[src/design/cxc_pkg.sv]
// Package with the types, constants and coefficient tables of the colour space converter.
`default_nettype none

package cxc_pkg;

    localparam int COMP_W    = 20;
    localparam int FRAC_BITS = 16;
    localparam int COEF_W    = FRAC_BITS + 3;
    localparam int OMXY_W    = ((FRAC_BITS > COMP_W) ? FRAC_BITS : COMP_W) + 3;
    localparam int PROD_W    = COMP_W + OMXY_W;
    localparam int DEN_W     = COMP_W + 2;
    localparam int QB        = COMP_W;
    localparam int DW        = PROD_W + 2;
    localparam int DIV_LAT   = QB + 2;
    localparam int MUL_W     = COMP_W + COEF_W;
    localparam int ACC_W     = MUL_W + 2;

    localparam longint COMP_MAX   = (64'sd1 <<< (COMP_W - 1)) - 1;
    localparam longint COMP_MIN   = -(64'sd1 <<< (COMP_W - 1));
    localparam longint ONE        = 64'sd1 <<< FRAC_BITS;
    localparam longint HALF       = 64'sd1 <<< (FRAC_BITS - 1);
    localparam longint COEF_SCALE = 10000000;
    localparam longint COEF_HALF  = 5000000;

    localparam logic [1:0] FN_XYZ2RGB = 2'd0;
    localparam logic [1:0] FN_RGB2XYZ = 2'd1;
    localparam logic [1:0] FN_XYZ2XYY = 2'd2;
    localparam logic [1:0] FN_XYY2RGB = 2'd3;

    typedef logic signed [COMP_W-1:0] t_comp;
    typedef logic signed [COEF_W-1:0] t_coef;

    typedef struct packed {
        logic [1:0] func;
        t_comp      comp_a;
        t_comp      comp_b;
        t_comp      comp_c;
    } t_cmd;

    typedef struct packed {
        t_comp out_a;
        t_comp out_b;
        t_comp out_c;
        logic  zero_divisor;
        logic  clipped;
    } t_res;

    typedef struct packed {
        t_comp a;
        t_comp b;
        t_comp c;
    } t_vec;

    typedef struct packed {
        t_coef k0;
        t_coef k1;
        t_coef k2;
    } t_coef_row;

    typedef struct packed {
        logic [1:0] func;
        logic       zdiv;
        t_vec       v;
    } t_side;

    // Decimal coefficient scaled by 1e7, rounded to FRAC_BITS with ties away from zero.
    function automatic longint coef_of(input longint k);
        return (k * ONE + ((k < 0) ? -COEF_HALF : COEF_HALF)) / COEF_SCALE;
    endfunction

    localparam t_coef XYZ2RGB_K [9] = '{
        t_coef'(coef_of(32404790)), t_coef'(coef_of(-15371500)), t_coef'(coef_of(-4985350)),
        t_coef'(coef_of(-9692560)), t_coef'(coef_of(18759910)),  t_coef'(coef_of(415560)),
        t_coef'(coef_of(556480)),   t_coef'(coef_of(-2040430)),  t_coef'(coef_of(10573110))
    };

    localparam t_coef RGB2XYZ_K [9] = '{
        t_coef'(coef_of(4124530)), t_coef'(coef_of(3575800)), t_coef'(coef_of(1804230)),
        t_coef'(coef_of(2126710)), t_coef'(coef_of(7151600)), t_coef'(coef_of(721688)),
        t_coef'(coef_of(193338)),  t_coef'(coef_of(1191940)), t_coef'(coef_of(9502270))
    };

endpackage

`default_nettype wire

[src/design/cxc_mat_row.sv]
// One matrix row lane: three products, rounded sum and saturation.
`default_nettype none

module cxc_mat_row
    import cxc_pkg::*;
(
    input  wire logic i_clk,
    input  wire t_vec i_vec,
    input  wire t_coef_row i_row,
    output t_comp     o_val,
    output logic      o_clip
);

    logic signed [MUL_W-1:0] r_p0, r_p1, r_p2;
    logic signed [ACC_W-1:0] w_acc;
    logic signed [ACC_W-1:0] w_rnd;

    always_ff @(posedge i_clk) begin
        r_p0 <= MUL_W'(i_vec.a) * MUL_W'(i_row.k0);
        r_p1 <= MUL_W'(i_vec.b) * MUL_W'(i_row.k1);
        r_p2 <= MUL_W'(i_vec.c) * MUL_W'(i_row.k2);
    end

    // Round half up, then floor by the fraction width.
    assign w_acc = ACC_W'(r_p0) + ACC_W'(r_p1) + ACC_W'(r_p2) + ACC_W'(HALF);
    assign w_rnd = w_acc >>> FRAC_BITS;

    always_ff @(posedge i_clk) begin
        if (w_rnd > ACC_W'(COMP_MAX)) begin
            o_val  <= t_comp'(COMP_MAX);
            o_clip <= 1'b1;
        end else if (w_rnd < ACC_W'(COMP_MIN)) begin
            o_val  <= t_comp'(COMP_MIN);
            o_clip <= 1'b1;
        end else begin
            o_val  <= t_comp'(w_rnd);
            o_clip <= 1'b0;
        end
    end

endmodule

`default_nettype wire

[config.mk]
export PLATFORM = sky130hd
export DESIGN_NAME = cxc_mat_row
export DESIGN_NICKNAME = d
export VERILOG_FILES = /design/src/design/cxc_pkg.sv /design/src/design/cxc_mat_row.sv
export SDC_FILE = /design/constraint.sdc
export NUM_CORES = 2
export LEC_CHECK = 0
export ABC_AREA = 1
export BUFFER_PORTS_ARGS = -buffer_cell sky130_fd_sc_hd__clkbuf_2
export CAP_MARGIN = 20
export CORE_UTILIZATION = 60
export DETAILED_ROUTE_END_ITERATION = 6
export GPL_ROUTABILITY_DRIVEN = 0
export PLACE_DENSITY = 0.85
export SLEW_MARGIN = 15
export SYNTH_ARGS = -nofsm -noshare
export SYNTH_HDL_FRONTEND = slang
export SYNTH_SLANG_ARGS = --single-unit
[constraint.sdc]
create_clock -name i_clk -period 10.1 [get_ports i_clk]
set_input_delay 0.505 -clock i_clk [delete_from_list [all_inputs] [get_ports i_clk]]
set_output_delay 0.505 -clock i_clk [all_outputs]
set_load 0.005 [all_outputs]
==> metrics.md <==
| Metric | Value |
|---|---|
| Status | complete, no violations |
| CP arrival | ~7 ns |
| Hold WC Path Type | input port to flip-flop |
| GRT busiest layer | met2 |
| Class of the most critical setup path | input port to flip-flop |
| Top_reg_cell synth | dfxtp_1 |
| Synth Warn # | 0 |
| HPWL after detailed placement | between 100,000 and 150,000 um |
| M2 GR Usage | 0.5193 |
| Measured slew at the worst slew-check pin | about 1.1 ns |
| DR iter-0 viols | ~3,300 |
| Core area | slightly above 0.08 mm^2 |
| Max Slew Vio Count | 0 |
| WL final | about 120,000 um |
| GR Layer Usage met1 | 0.3840 |
| Die ar. | 0.08502 mm^2 |
| Register area share after synthesis | 0.05490 |
| Crit path max fanout | 20 |
| Synth Area per Inst | ~8 um^2 |
| Hold Path Origin | i_vec[40] |
| Initial core utilization | 0.6099 |
| Layout cell share with drive strength beyond 1 | 0.03762 |
| H-tree Lvls | 4 |
| Setup TNS | 0 ns |
| Post-CTS setup buffer count | 0 |
| Insertion delay to the later sink of the worst-skew pair | ~0.43 ns |
| R2R depth | 15 |
| DR vias | 38,830 |
| Drt pass-1 iters | 7 |
| Clock Skew | 0.01002 ns |
| DRT antenna net count | 0 |
| Die Wd | just under 300 um |
| GR Util All Layers | 0.3022 |
| Crit Reg-Reg Endpoint | o_val[9] |
| Number of vias per cell | ~5.4 |
| Startpoint types | input port |
| Top-area cell type share of the netlist area | 0.4758 |
| RSZ-0062 raised after global routing | no |
| Synth async-reset ratio | 0 |
| Worst reg-to-reg setup slack | 6.23 ns |
| Required @ worst endpoint | 10.41 ns |
| Hold slack | 0.6453 ns |
| Deepest clock path buffer count | 2 |
| Syn Inst Count | 6,182 |
| Vias in the first global route | between 40,000 and 50,000 |
| # resized after CTS | 0 |
| Max Cap Violations | 0 |
| Port bufs | around 140 |
| Clk pin slew, worst setup/hold paths | ~0.070 ns |
| Initial antenna violation count | 0 |
| Ports | approximately 140 |
| Number of synthesized flops with an enable pin | 0 |
| Cts-stage hold buffer count | 0 |
| Dominant cell type by area after synthesis | fa_1 |
| Antenna cells | 0 |
| # DRC | 0 |
| Final #Nets | about 7,800 |
| Area Overhead vs Synth | 3.364% |
| Netlist cell types | 42 |
| Grt ovf | 0 |
| # clock sinks | about 140 |
| Post-synthesis cell area | between 0.05 and 0.06 mm^2 |
| GR Layer Usage met3 | 0.04034 |
| Routed wire length per instance | 17.12 um |
| Top-count cell post-synth | inv_1 |
| Critical Path End Type | flip-flop |
| First-pass GRT wire length | approximately 210,000 um |
| Die height | 291.6 um |
| CTS tree | yes |
| Std-Cell Rows | ~110 |
| Clock Root Buffer | clkbuf_16 |
| Max-Slew Margin vs Limit | 0.2983 |
| Worst hold endpoint | r_p0[0] |
| Max Fclk | between 150 and 200 MHz |
| Fin crit share | 0.6510 |
| Setup-failing EPs final | 0 |
| Top cells by area, synth | fa_1 48%, inv_1 14%, nand2_1 11%, ha_1 10%, dfxtp_1 5.5% |
| Reg-to-Reg Start | r_p0[14] |
| Most frequent cells after synthesis | 1,889 x inv_1, 1,513 x nand2_1, 1,196 x fa_1, 421 x ha_1, 202 x clkbuf_1 |
| Hold Path Stages | 3 |
| Period minus WS final | roughly 6.6 ns |
| CTS buffer count | 17 |
| Largest net degree at the start of global routing | 21 |
| Fin. Hold Viols | 0 |
| Post-Syn Nets | just under 8,000 |
| Flops & latches, synth | 138 |
-- critical path: stages --
cell and delay, ns:
clkbuf_2 0.43, nand2_1 0.25, fa_1 0.67, inv_1 0.13
fa_1 0.51, fa_1 0.80, inv_1 0.24, fa_1 0.52
inv_1 0.06, fa_1 0.55, inv_1 0.06, fa_1 0.48
inv_1 0.04, ha_1 0.27, ha_1 0.36, nand2_1 0.12
nor3_1 0.21, inv_1 0.08, nor4_1 0.26, nand3_1 0.14
nand3_1 0.12, xnor2_1 0.06
-- placed cells by master, fill, tap and decap left out, types with 2 or more instances in the layout --
master,synthesis,layout
nand3_2,5,5
xor2_1,86,86
o2111ai_1,2,2
clkinv_4,0,2
clkbuf_2,0,138
nor4_1,9,9
nand3_1,59,59
or2_2,14,14
inv_6,0,3
a21boi_0,11,11
inv_1,1889,1889
fa_1,1196,1196
a21o_1,19,19
a31oi_1,15,15
o21bai_1,27,27
inv_8,0,4
a221oi_1,5,5
nor3_1,15,15
xnor2_1,59,59
nor2_2,15,15
o21a_1,3,3
inv_2,4,4
dfxtp_1,138,138
nand2_1,1513,1513
o211ai_1,6,6
ha_1,421,421
o21ai_0,64,64
nand2_2,16,16
o21ai_1,2,2
nand3b_1,4,4
clkinvlp_4,0,3
nand4_1,19,19
a21oi_1,145,145
clkbuf_16,0,17
nor2_1,172,172
nor2_4,2,2
-- through the flow --
step | instances | instance area, um^2 | worst slack [ns] | util
floorplan | 6182 | 50320 | 3.670 | -
global placement | 7152 | 51420 | 3.332 | 0.6233
detailed placement | 7152 | 51420 | 3.132 | 0.6233
CTS | 7184 | 52010 | 3.560 | 0.6304
global route | 7184 | 52010 | 3.158 | 0.6304
finish | 7184 | 52010 | 3.525 | 0.6304
-- registers in the layout, indices dropped and copies added, names as in the netlist --
signal  flops
o_val      20
o_clip      1
r_p1       39
r_p0       39
r_p2       39
-- cell families (layout without fill, tap and decap cells) --
kind of cell | count (synthesis) | count (layout) | share of synthesized area
XOR/XNOR | 145 | 145 | 0.02524
AND/OR/NAND/NOR | 1843 | 1843 | 0.1442
buffers and inverters | 2132 | 2064 | 0.1596
flip-flops | 138 | 138 | 0.05490
AO/OA/AOI/OAI | 307 | 307 | 0.03551
adder cells (fa/ha/maj) | 1617 | 1617 | 0.5805
-- layout make-up --
type                    instances  area (um^2)
multi-input cells            3912        39520
fillers                      6477        30490
inverters                    1894         7109
flip-flops and latches        138         2763
well taps                    1070         1339
repair buffers                138        690.7
clock buffers                  18        429.2
clock inverters                14        157.7
-- layer usage --
layer,part of all wire,routed length [um]
met5,0,0
met2,0.49,60750
met4,0.047,5778
met1,0.37,45970
met3,0.085,10470
-- worst max path at each step --
stage          endpoint  cells past startpoint  slack (ns)      start
4_1_cts        r_p0[38]                     22        3.56  i_row[39]
6_report       r_p0[38]                     22        3.53  i_row[39]
3_5_place_dp   r_p0[38]                     22        3.13  i_row[39]
3_3_place_gp   r_p0[38]                     22        3.33  i_row[39]
5_1_grt        r_p0[38]                     22        3.16  i_row[39]
2_1_floorplan  r_p0[38]                     23        3.67  i_vec[59]
Power is not shown: default switching activity piles up to over one toggle a cycle in this logic, so the estimate is an artifact.
