==> src/design/cxc_pkg.sv <==
// Package with the types, constants and coefficient tables of the colour space converter.
`default_nettype none

package cxc_pkg;

    localparam int COMP_W    = 20;
    localparam int FRAC_BITS = 16;
    localparam int COEF_W    = FRAC_BITS + 3;
    localparam int OMXY_W    = ((FRAC_BITS > COMP_W) ? FRAC_BITS : COMP_W) + 3;
    localparam int PROD_W    = COMP_W + OMXY_W;
    localparam int DEN_W     = COMP_W + 2;
    localparam int QB        = COMP_W;
    localparam int DW        = PROD_W + 2;
    localparam int DIV_LAT   = QB + 2;
    localparam int MUL_W     = COMP_W + COEF_W;
    localparam int ACC_W     = MUL_W + 2;

    localparam longint COMP_MAX   = (64'sd1 <<< (COMP_W - 1)) - 1;
    localparam longint COMP_MIN   = -(64'sd1 <<< (COMP_W - 1));
    localparam longint ONE        = 64'sd1 <<< FRAC_BITS;
    localparam longint HALF       = 64'sd1 <<< (FRAC_BITS - 1);
    localparam longint COEF_SCALE = 10000000;
    localparam longint COEF_HALF  = 5000000;

    localparam logic [1:0] FN_XYZ2RGB = 2'd0;
    localparam logic [1:0] FN_RGB2XYZ = 2'd1;
    localparam logic [1:0] FN_XYZ2XYY = 2'd2;
    localparam logic [1:0] FN_XYY2RGB = 2'd3;

    typedef logic signed [COMP_W-1:0] t_comp;
    typedef logic signed [COEF_W-1:0] t_coef;

    typedef struct packed {
        logic [1:0] func;
        t_comp      comp_a;
        t_comp      comp_b;
        t_comp      comp_c;
    } t_cmd;

    typedef struct packed {
        t_comp out_a;
        t_comp out_b;
        t_comp out_c;
        logic  zero_divisor;
        logic  clipped;
    } t_res;

    typedef struct packed {
        t_comp a;
        t_comp b;
        t_comp c;
    } t_vec;

    typedef struct packed {
        t_coef k0;
        t_coef k1;
        t_coef k2;
    } t_coef_row;

    typedef struct packed {
        logic [1:0] func;
        logic       zdiv;
        t_vec       v;
    } t_side;

    // Decimal coefficient scaled by 1e7, rounded to FRAC_BITS with ties away from zero.
    function automatic longint coef_of(input longint k);
        return (k * ONE + ((k < 0) ? -COEF_HALF : COEF_HALF)) / COEF_SCALE;
    endfunction

    localparam t_coef XYZ2RGB_K [9] = '{
        t_coef'(coef_of(32404790)), t_coef'(coef_of(-15371500)), t_coef'(coef_of(-4985350)),
        t_coef'(coef_of(-9692560)), t_coef'(coef_of(18759910)),  t_coef'(coef_of(415560)),
        t_coef'(coef_of(556480)),   t_coef'(coef_of(-2040430)),  t_coef'(coef_of(10573110))
    };

    localparam t_coef RGB2XYZ_K [9] = '{
        t_coef'(coef_of(4124530)), t_coef'(coef_of(3575800)), t_coef'(coef_of(1804230)),
        t_coef'(coef_of(2126710)), t_coef'(coef_of(7151600)), t_coef'(coef_of(721688)),
        t_coef'(coef_of(193338)),  t_coef'(coef_of(1191940)), t_coef'(coef_of(9502270))
    };

endpackage

`default_nettype wire

==> src/design/cxc_div.sv <==
// Pipelined signed divider lane, one quotient bit per stage, rounded and saturated.
`default_nettype none

module cxc_div
    import cxc_pkg::*;
(
    input  wire logic                     i_clk,
    input  wire logic signed [PROD_W-1:0] i_num,
    input  wire logic signed [DEN_W-1:0]  i_den,
    output t_comp                         o_quo,
    output logic                          o_clip
);

    logic [DW-1:0] r_rem [QB+1];
    logic [DW-1:0] r_den [QB+1];
    logic [QB-1:0] r_quo [QB+1];
    logic          r_neg [QB+1];
    logic          r_ovf [QB+1];

    logic [PROD_W-1:0] n_un;
    logic [DEN_W-1:0]  n_ud;
    logic [DW-1:0]     n_num;
    logic [DW-1:0]     n_dd;

    // Rounding is folded into the operands: q = (2|n| + |d|) / (2|d|).
    always_comb begin
        n_un  = i_num[PROD_W-1] ? PROD_W'(-i_num) : PROD_W'(i_num);
        n_ud  = i_den[DEN_W-1] ? DEN_W'(-i_den) : DEN_W'(i_den);
        n_num = (DW'(n_un) << 1) + DW'(n_ud);
        n_dd  = DW'(n_ud) << 1;
    end

    always_ff @(posedge i_clk) begin
        r_rem[0] <= n_num;
        r_den[0] <= n_dd;
        r_quo[0] <= '0;
        r_neg[0] <= i_num[PROD_W-1] ^ i_den[DEN_W-1];
        r_ovf[0] <= n_num >= (n_dd << QB);
    end

    for (genvar g = 0; g < QB; g++) begin : g_bit
        localparam int B = QB - 1 - g;
        logic [DW-1:0] n_sub;
        logic          n_ge;
        assign n_sub = r_den[g] << B;
        assign n_ge  = r_rem[g] >= n_sub;
        always_ff @(posedge i_clk) begin
            r_rem[g+1] <= n_ge ? r_rem[g] - n_sub : r_rem[g];
            r_den[g+1] <= r_den[g];
            r_quo[g+1] <= {r_quo[g][QB-2:0], n_ge};
            r_neg[g+1] <= r_neg[g];
            r_ovf[g+1] <= r_ovf[g];
        end
    end

    logic [QB-1:0] w_q;
    assign w_q = r_quo[QB];

    always_ff @(posedge i_clk) begin
        if (r_neg[QB]) begin
            if (r_ovf[QB] || (w_q > QB'(-COMP_MIN))) begin
                o_quo  <= t_comp'(COMP_MIN);
                o_clip <= 1'b1;
            end else begin
                o_quo  <= t_comp'(COMP_W'(0) - COMP_W'(w_q));
                o_clip <= 1'b0;
            end
        end else begin
            if (r_ovf[QB] || (w_q > QB'(COMP_MAX))) begin
                o_quo  <= t_comp'(COMP_MAX);
                o_clip <= 1'b1;
            end else begin
                o_quo  <= t_comp'(w_q);
                o_clip <= 1'b0;
            end
        end
    end

endmodule

`default_nettype wire

==> config.mk <==
export PLATFORM = sky130hd
export DESIGN_NAME = cxc_div
export DESIGN_NICKNAME = d
export VERILOG_FILES = /design/src/design/cxc_pkg.sv /design/src/design/cxc_div.sv
export SDC_FILE = /design/constraint.sdc
export NUM_CORES = 2
export LEC_CHECK = 0
export ABC_CLOCK_PERIOD_IN_PS = 9730
export BUFFER_PORTS_ARGS = -buffer_cell sky130_fd_sc_hd__buf_4
export CAP_MARGIN = 15
export CORE_ASPECT_RATIO = 2
export CORE_MARGIN = 2
export CORE_UTILIZATION = 35
export CTS_BUF_LIST = sky130_fd_sc_hd__clkbuf_4 sky130_fd_sc_hd__clkbuf_8
export DETAILED_ROUTE_END_ITERATION = 7
export GPL_TIMING_DRIVEN = 1
export PLACE_DENSITY = 0.51
export SETUP_SLACK_MARGIN = 0.2
export SYNTH_ARGS = -nofsm -noshare
export SYNTH_HDL_FRONTEND = slang
export SYNTH_SLANG_ARGS = --single-unit
==> constraint.sdc <==
create_clock -name i_clk -period 9.73 [get_ports i_clk]
set_clock_uncertainty 0.2 [all_clocks]
set_input_delay 0.4865 -clock i_clk [delete_from_list [all_inputs] [get_ports i_clk]]
set_output_delay 0.4865 -clock i_clk [all_outputs]
set_load 0.05 [all_outputs]
==> key figures <==
Status
  – Run status: completed

Global routing
  – Initial antenna violation count: 16
  – Largest net degree at the start of global routing: 51
  – GRT overflow: 0
  – First-pass GRT wire length: 304000 µm
  – Vias in the first global route: 53.6k
  – Gr usage total: 21.0%

Pwr
  – Pwr dens: 357 mW/mm²
  – Clock share of power: 20.4%
  – Switching Fraction: 39.1%
  – Combinational Power Share: 41.6%
  – Part of the power in registers: 38.0%
  – Pint: 16.6 mW
  – Net switching power: 10.6 mW
  – Lkg Pwr: 33.6 nW
  – Maximum VDD drop: 0.119 mV

Placement
  – Post-DP Area: 0.0708 mm²
  – # placed instances: 9561
  – Routability Congestion: 0.956
  – Hpwl dp: 172000 µm
  – Port bufs: 86

Timing
  – Fin Setup TNS: 0 ns
  – Setup violations, final: 0
  – Final Critical Period: 8.98 ns
  – Final Hold Fails: 0
  – Tcrit/Tclk final: 92.2%
  – Highest Clock Rate: 111 MHz
  – RSZ-0062 raised after global routing: no
  – Worst Tran Pin Value: 1.27 ns
  – Headroom to the max-slew limit: 15.3%
  – Hold Worst Slack: 0.0473 ns
  – Slew Limit Fails: 0

Setup path
  – Reg-to-reg endpoint: r_rem[2][125]$_DFF_P_
  – Worst Setup EP: r_ovf[0][0]$_DFF_P_
  – Crit path DAT: 9.57 ns
  – CP required: 10.32 ns
  – Crit path launch type: primary input
  – Critical path's largest stage delay: 0.59 ns
  – CP endpoint kind: register
  – Slowest stage cell on the critical path: dlygate4sd3_1
  – Worst Reg2Reg Path Length in Cells: 13
  – Setup crit start: i_den[4]
  – FF-to-FF Start: r_den[2][57]$_DFF_P_
  – Worst Setup Path Type: in2reg
  – Largest fanout on the critical path: 4
  – Setup slack, reg-to-reg: 3.78 ns

Cells and area
  – Share of cells above drive strength 1: 9.79%
  – Post-Layout Cell Count: 10.0k
  – Nets: 7901
  – Fill cells: 18.8k
  – Reg area: 0.0319 mm²
  – Area of the multi-input gates: 0.0320 mm²
  – Final instance area: 0.0762 mm²
  – Final Util: 40.2%
  – Area growth syn-to-layout: 14.0%

Hold path
  – Hold WC Path Type: in2reg

Detailed routing
  – Pre-antenna DRT Iters: 5
  – Vias per inst: 5.02
  – Routed wire length: 209000 µm
  – Post-route DRC violation count: 0
  – WL/cell: 20.9 µm
  – Iteration-0 DRC Markers: 1466
  – Routed Antenna Nets: 0
  – Via count: 50.3k

Yosys
  – Post-synthesis register bit count: 1593
  – Syn Nets: 7583
  – Post-synth EDFFs: 0
  – Synthesis warning total: 0
  – Post-Syn Instances: 7021
  – Syn_area_per_cell: 9.52 µm²
  – Register area share after synthesis: 47.7%
  – Synth Cell Area: 0.0669 mm²
  – Yosys cell types: 111
  – Post-synth ARST share: 0%
  – Ys flop type: dfxtp_1

Flow run
  – Max-capacitance violation count: 0

Die
  – Num ports: 87
  – Die area: 0.195 mm²
  – Die H: 622 µm
  – Initial core utilization: 35.2%
  – FP Rows: 226
  – Die X-Extent: 313 µm
  – Core region area: 0.190 mm²

Clock tree
  – Num Clock Sinks: 1593
  – CTS Buffer Depth: 4
  – Number of H-tree levels: 4
  – Clock Pin Slew Worst Setup and Hold Paths: 0.07 ns
  – Root buffer cell: clkbuf_8
  – Worst-Skew Late Latency: 0.93 ns
  – CTS tree: done
  – Cts bufs inserted: 226
[cell usage after synthesis (39+ instances only)]
cell type | n | area share, %
a21o_1 | 185 | 2.1
a21oi_1 | 469 | 3.5
a31oi_1 | 40 | 0.37
clkbuf_1 | 112 | 0.63
dfxtp_1 | 1593 | 48
ha_1 | 476 | 8.9
inv_1 | 705 | 4.0
mux2_2 | 77 | 1.3
nand2_1 | 484 | 2.7
nand2b_1 | 100 | 0.94
nand3_1 | 117 | 0.88
nand4_1 | 78 | 0.73
nor2_1 | 451 | 2.5
nor2b_1 | 68 | 0.64
nor3_1 | 160 | 1.2
nor4_1 | 109 | 1.0
o21a_1 | 44 | 0.49
o21ai_0 | 381 | 2.9
o21bai_1 | 39 | 0.44
o31ai_1 | 67 | 0.75
or3_1 | 85 | 0.80
xnor2_1 | 328 | 4.3
xor2_1 | 301 | 3.9
[metal layers]
metal / GRT usage (%) / routed length [µm] / up-vias
met1: 11.3 / 47700 / 23700
met2: 47.4 / 130000 / 1046
met4: 22.7 / 26300 / 6
met5: 0 / 33 / -
met3: 2.69 / 5330 / 715
li1: - / - / 24800
[worst min path at each step]
stage                              start                   end  slack, ns  cells past startpoint
floorplan            r_neg[0][0]$_DFF_P_   r_neg[0][1]$_DFF_P_       0.11                      0
global placement    r_quo[1][62]$_DFF_P_  r_quo[1][83]$_DFF_P_       0.11                      0
detailed placement   r_ovf[0][6]$_DFF_P_   r_ovf[0][7]$_DFF_P_       0.11                      0
CTS                            i_num[33]  r_rem[0][34]$_DFF_P_      0.002                      3
global route                   i_num[35]  r_rem[0][36]$_DFF_P_       0.04                      3
finish                         i_num[33]  r_rem[0][34]$_DFF_P_       0.05                      3
[layout make-up]
type                            count  share of cell area (%)
Multi-Input combinational cell   4598                    41.9
Clock inverter                     45                   0.555
Inverter                          710                    3.50
Clock buffer                      345                    5.73
Antenna cell                       12                  0.0394
Sequential cell                  1593                    41.9
Timing Repair Buffer              210                    2.26
Tap cell                         2508                    4.12
[state kept, by name, indices dropped and copies added (netlist names)]
name / flops
o_clip: 1
o_quo: 20
r_den: 420
r_neg: 21
r_ovf: 21
r_quo: 210
r_rem: 900
[cell families after synthesis]
group,synth area share (%)
multiplexers,1.37
other,0.00561
AND/OR/NAND/NOR,14.3
XOR/XNOR,8.44
flip-flops,47.7
buffers and inverters,4.70
adder cells (fa/ha/maj),9.61
AO/OA/AOI/OAI,13.9
[worst max-delay path: cells and delay by family]
family | cells | cell delay, ns
compound gates | 13 | 2.64
xor+xnor | 2 | 0.37
fa+ha+maj | 2 | 0.64
buf+inv | 6 | 1.71
mux | 1 | 0.26
simple gates | 13 | 3.43
[what timing repair did]
item,in CTS,in global routing
hold buffers,56,0
endpoints found under the setup margin,0,1
gates resized for setup,0,0
setup buffers,0,1
hold endpoints to repair,47,0
[cells in the final DEF, fill, tap and decap left out, drive strengths merged, types with 18 or more instances in the layout]
cell type	instances
a211o	20
a211oi	30
a21boi	37
a21o	187
a21oi	470
a31oi	42
and2	18
and3	39
buf	153
clkbuf	345
clkinv	34
dfxtp	1593
dlygate4sd3	56
fa	20
ha	476
inv	708
mux2	77
nand2	485
nand2b	100
nand3	117
nand4	78
nand4b	23
nor2	452
nor2b	68
nor3	161
nor3b	19
nor4	113
nor4b	26
o21a	44
o21ai	387
o21bai	39
o311ai	20
o31ai	67
or2	31
or3	87
or4	41
xnor2	331
xor2	305
[power groups by stage]
stage | Clock (mW) | Combinational [mW] | Sequential [mW]
after floorplan | 0 | 8.07 | 9.80
after global placement | 0 | 11.0 | 10.4
after detailed placement | 0 | 11.2 | 10.4
after CTS | 5.71 | 11.3 | 10.3
after global routing | 5.97 | 12.4 | 10.5
final | 5.54 | 11.3 | 10.3
[stage by stage]
step           worst slack (ns)  power, mW
2_1_floorplan              1.87       17.9
3_3_place_gp              0.406       21.4
3_5_place_dp              0.451       21.7
4_1_cts                   0.621       27.3
5_1_grt                   0.278       28.9
6_report                  0.755       27.2
Note: power is estimated with default switching activity, not from simulation.
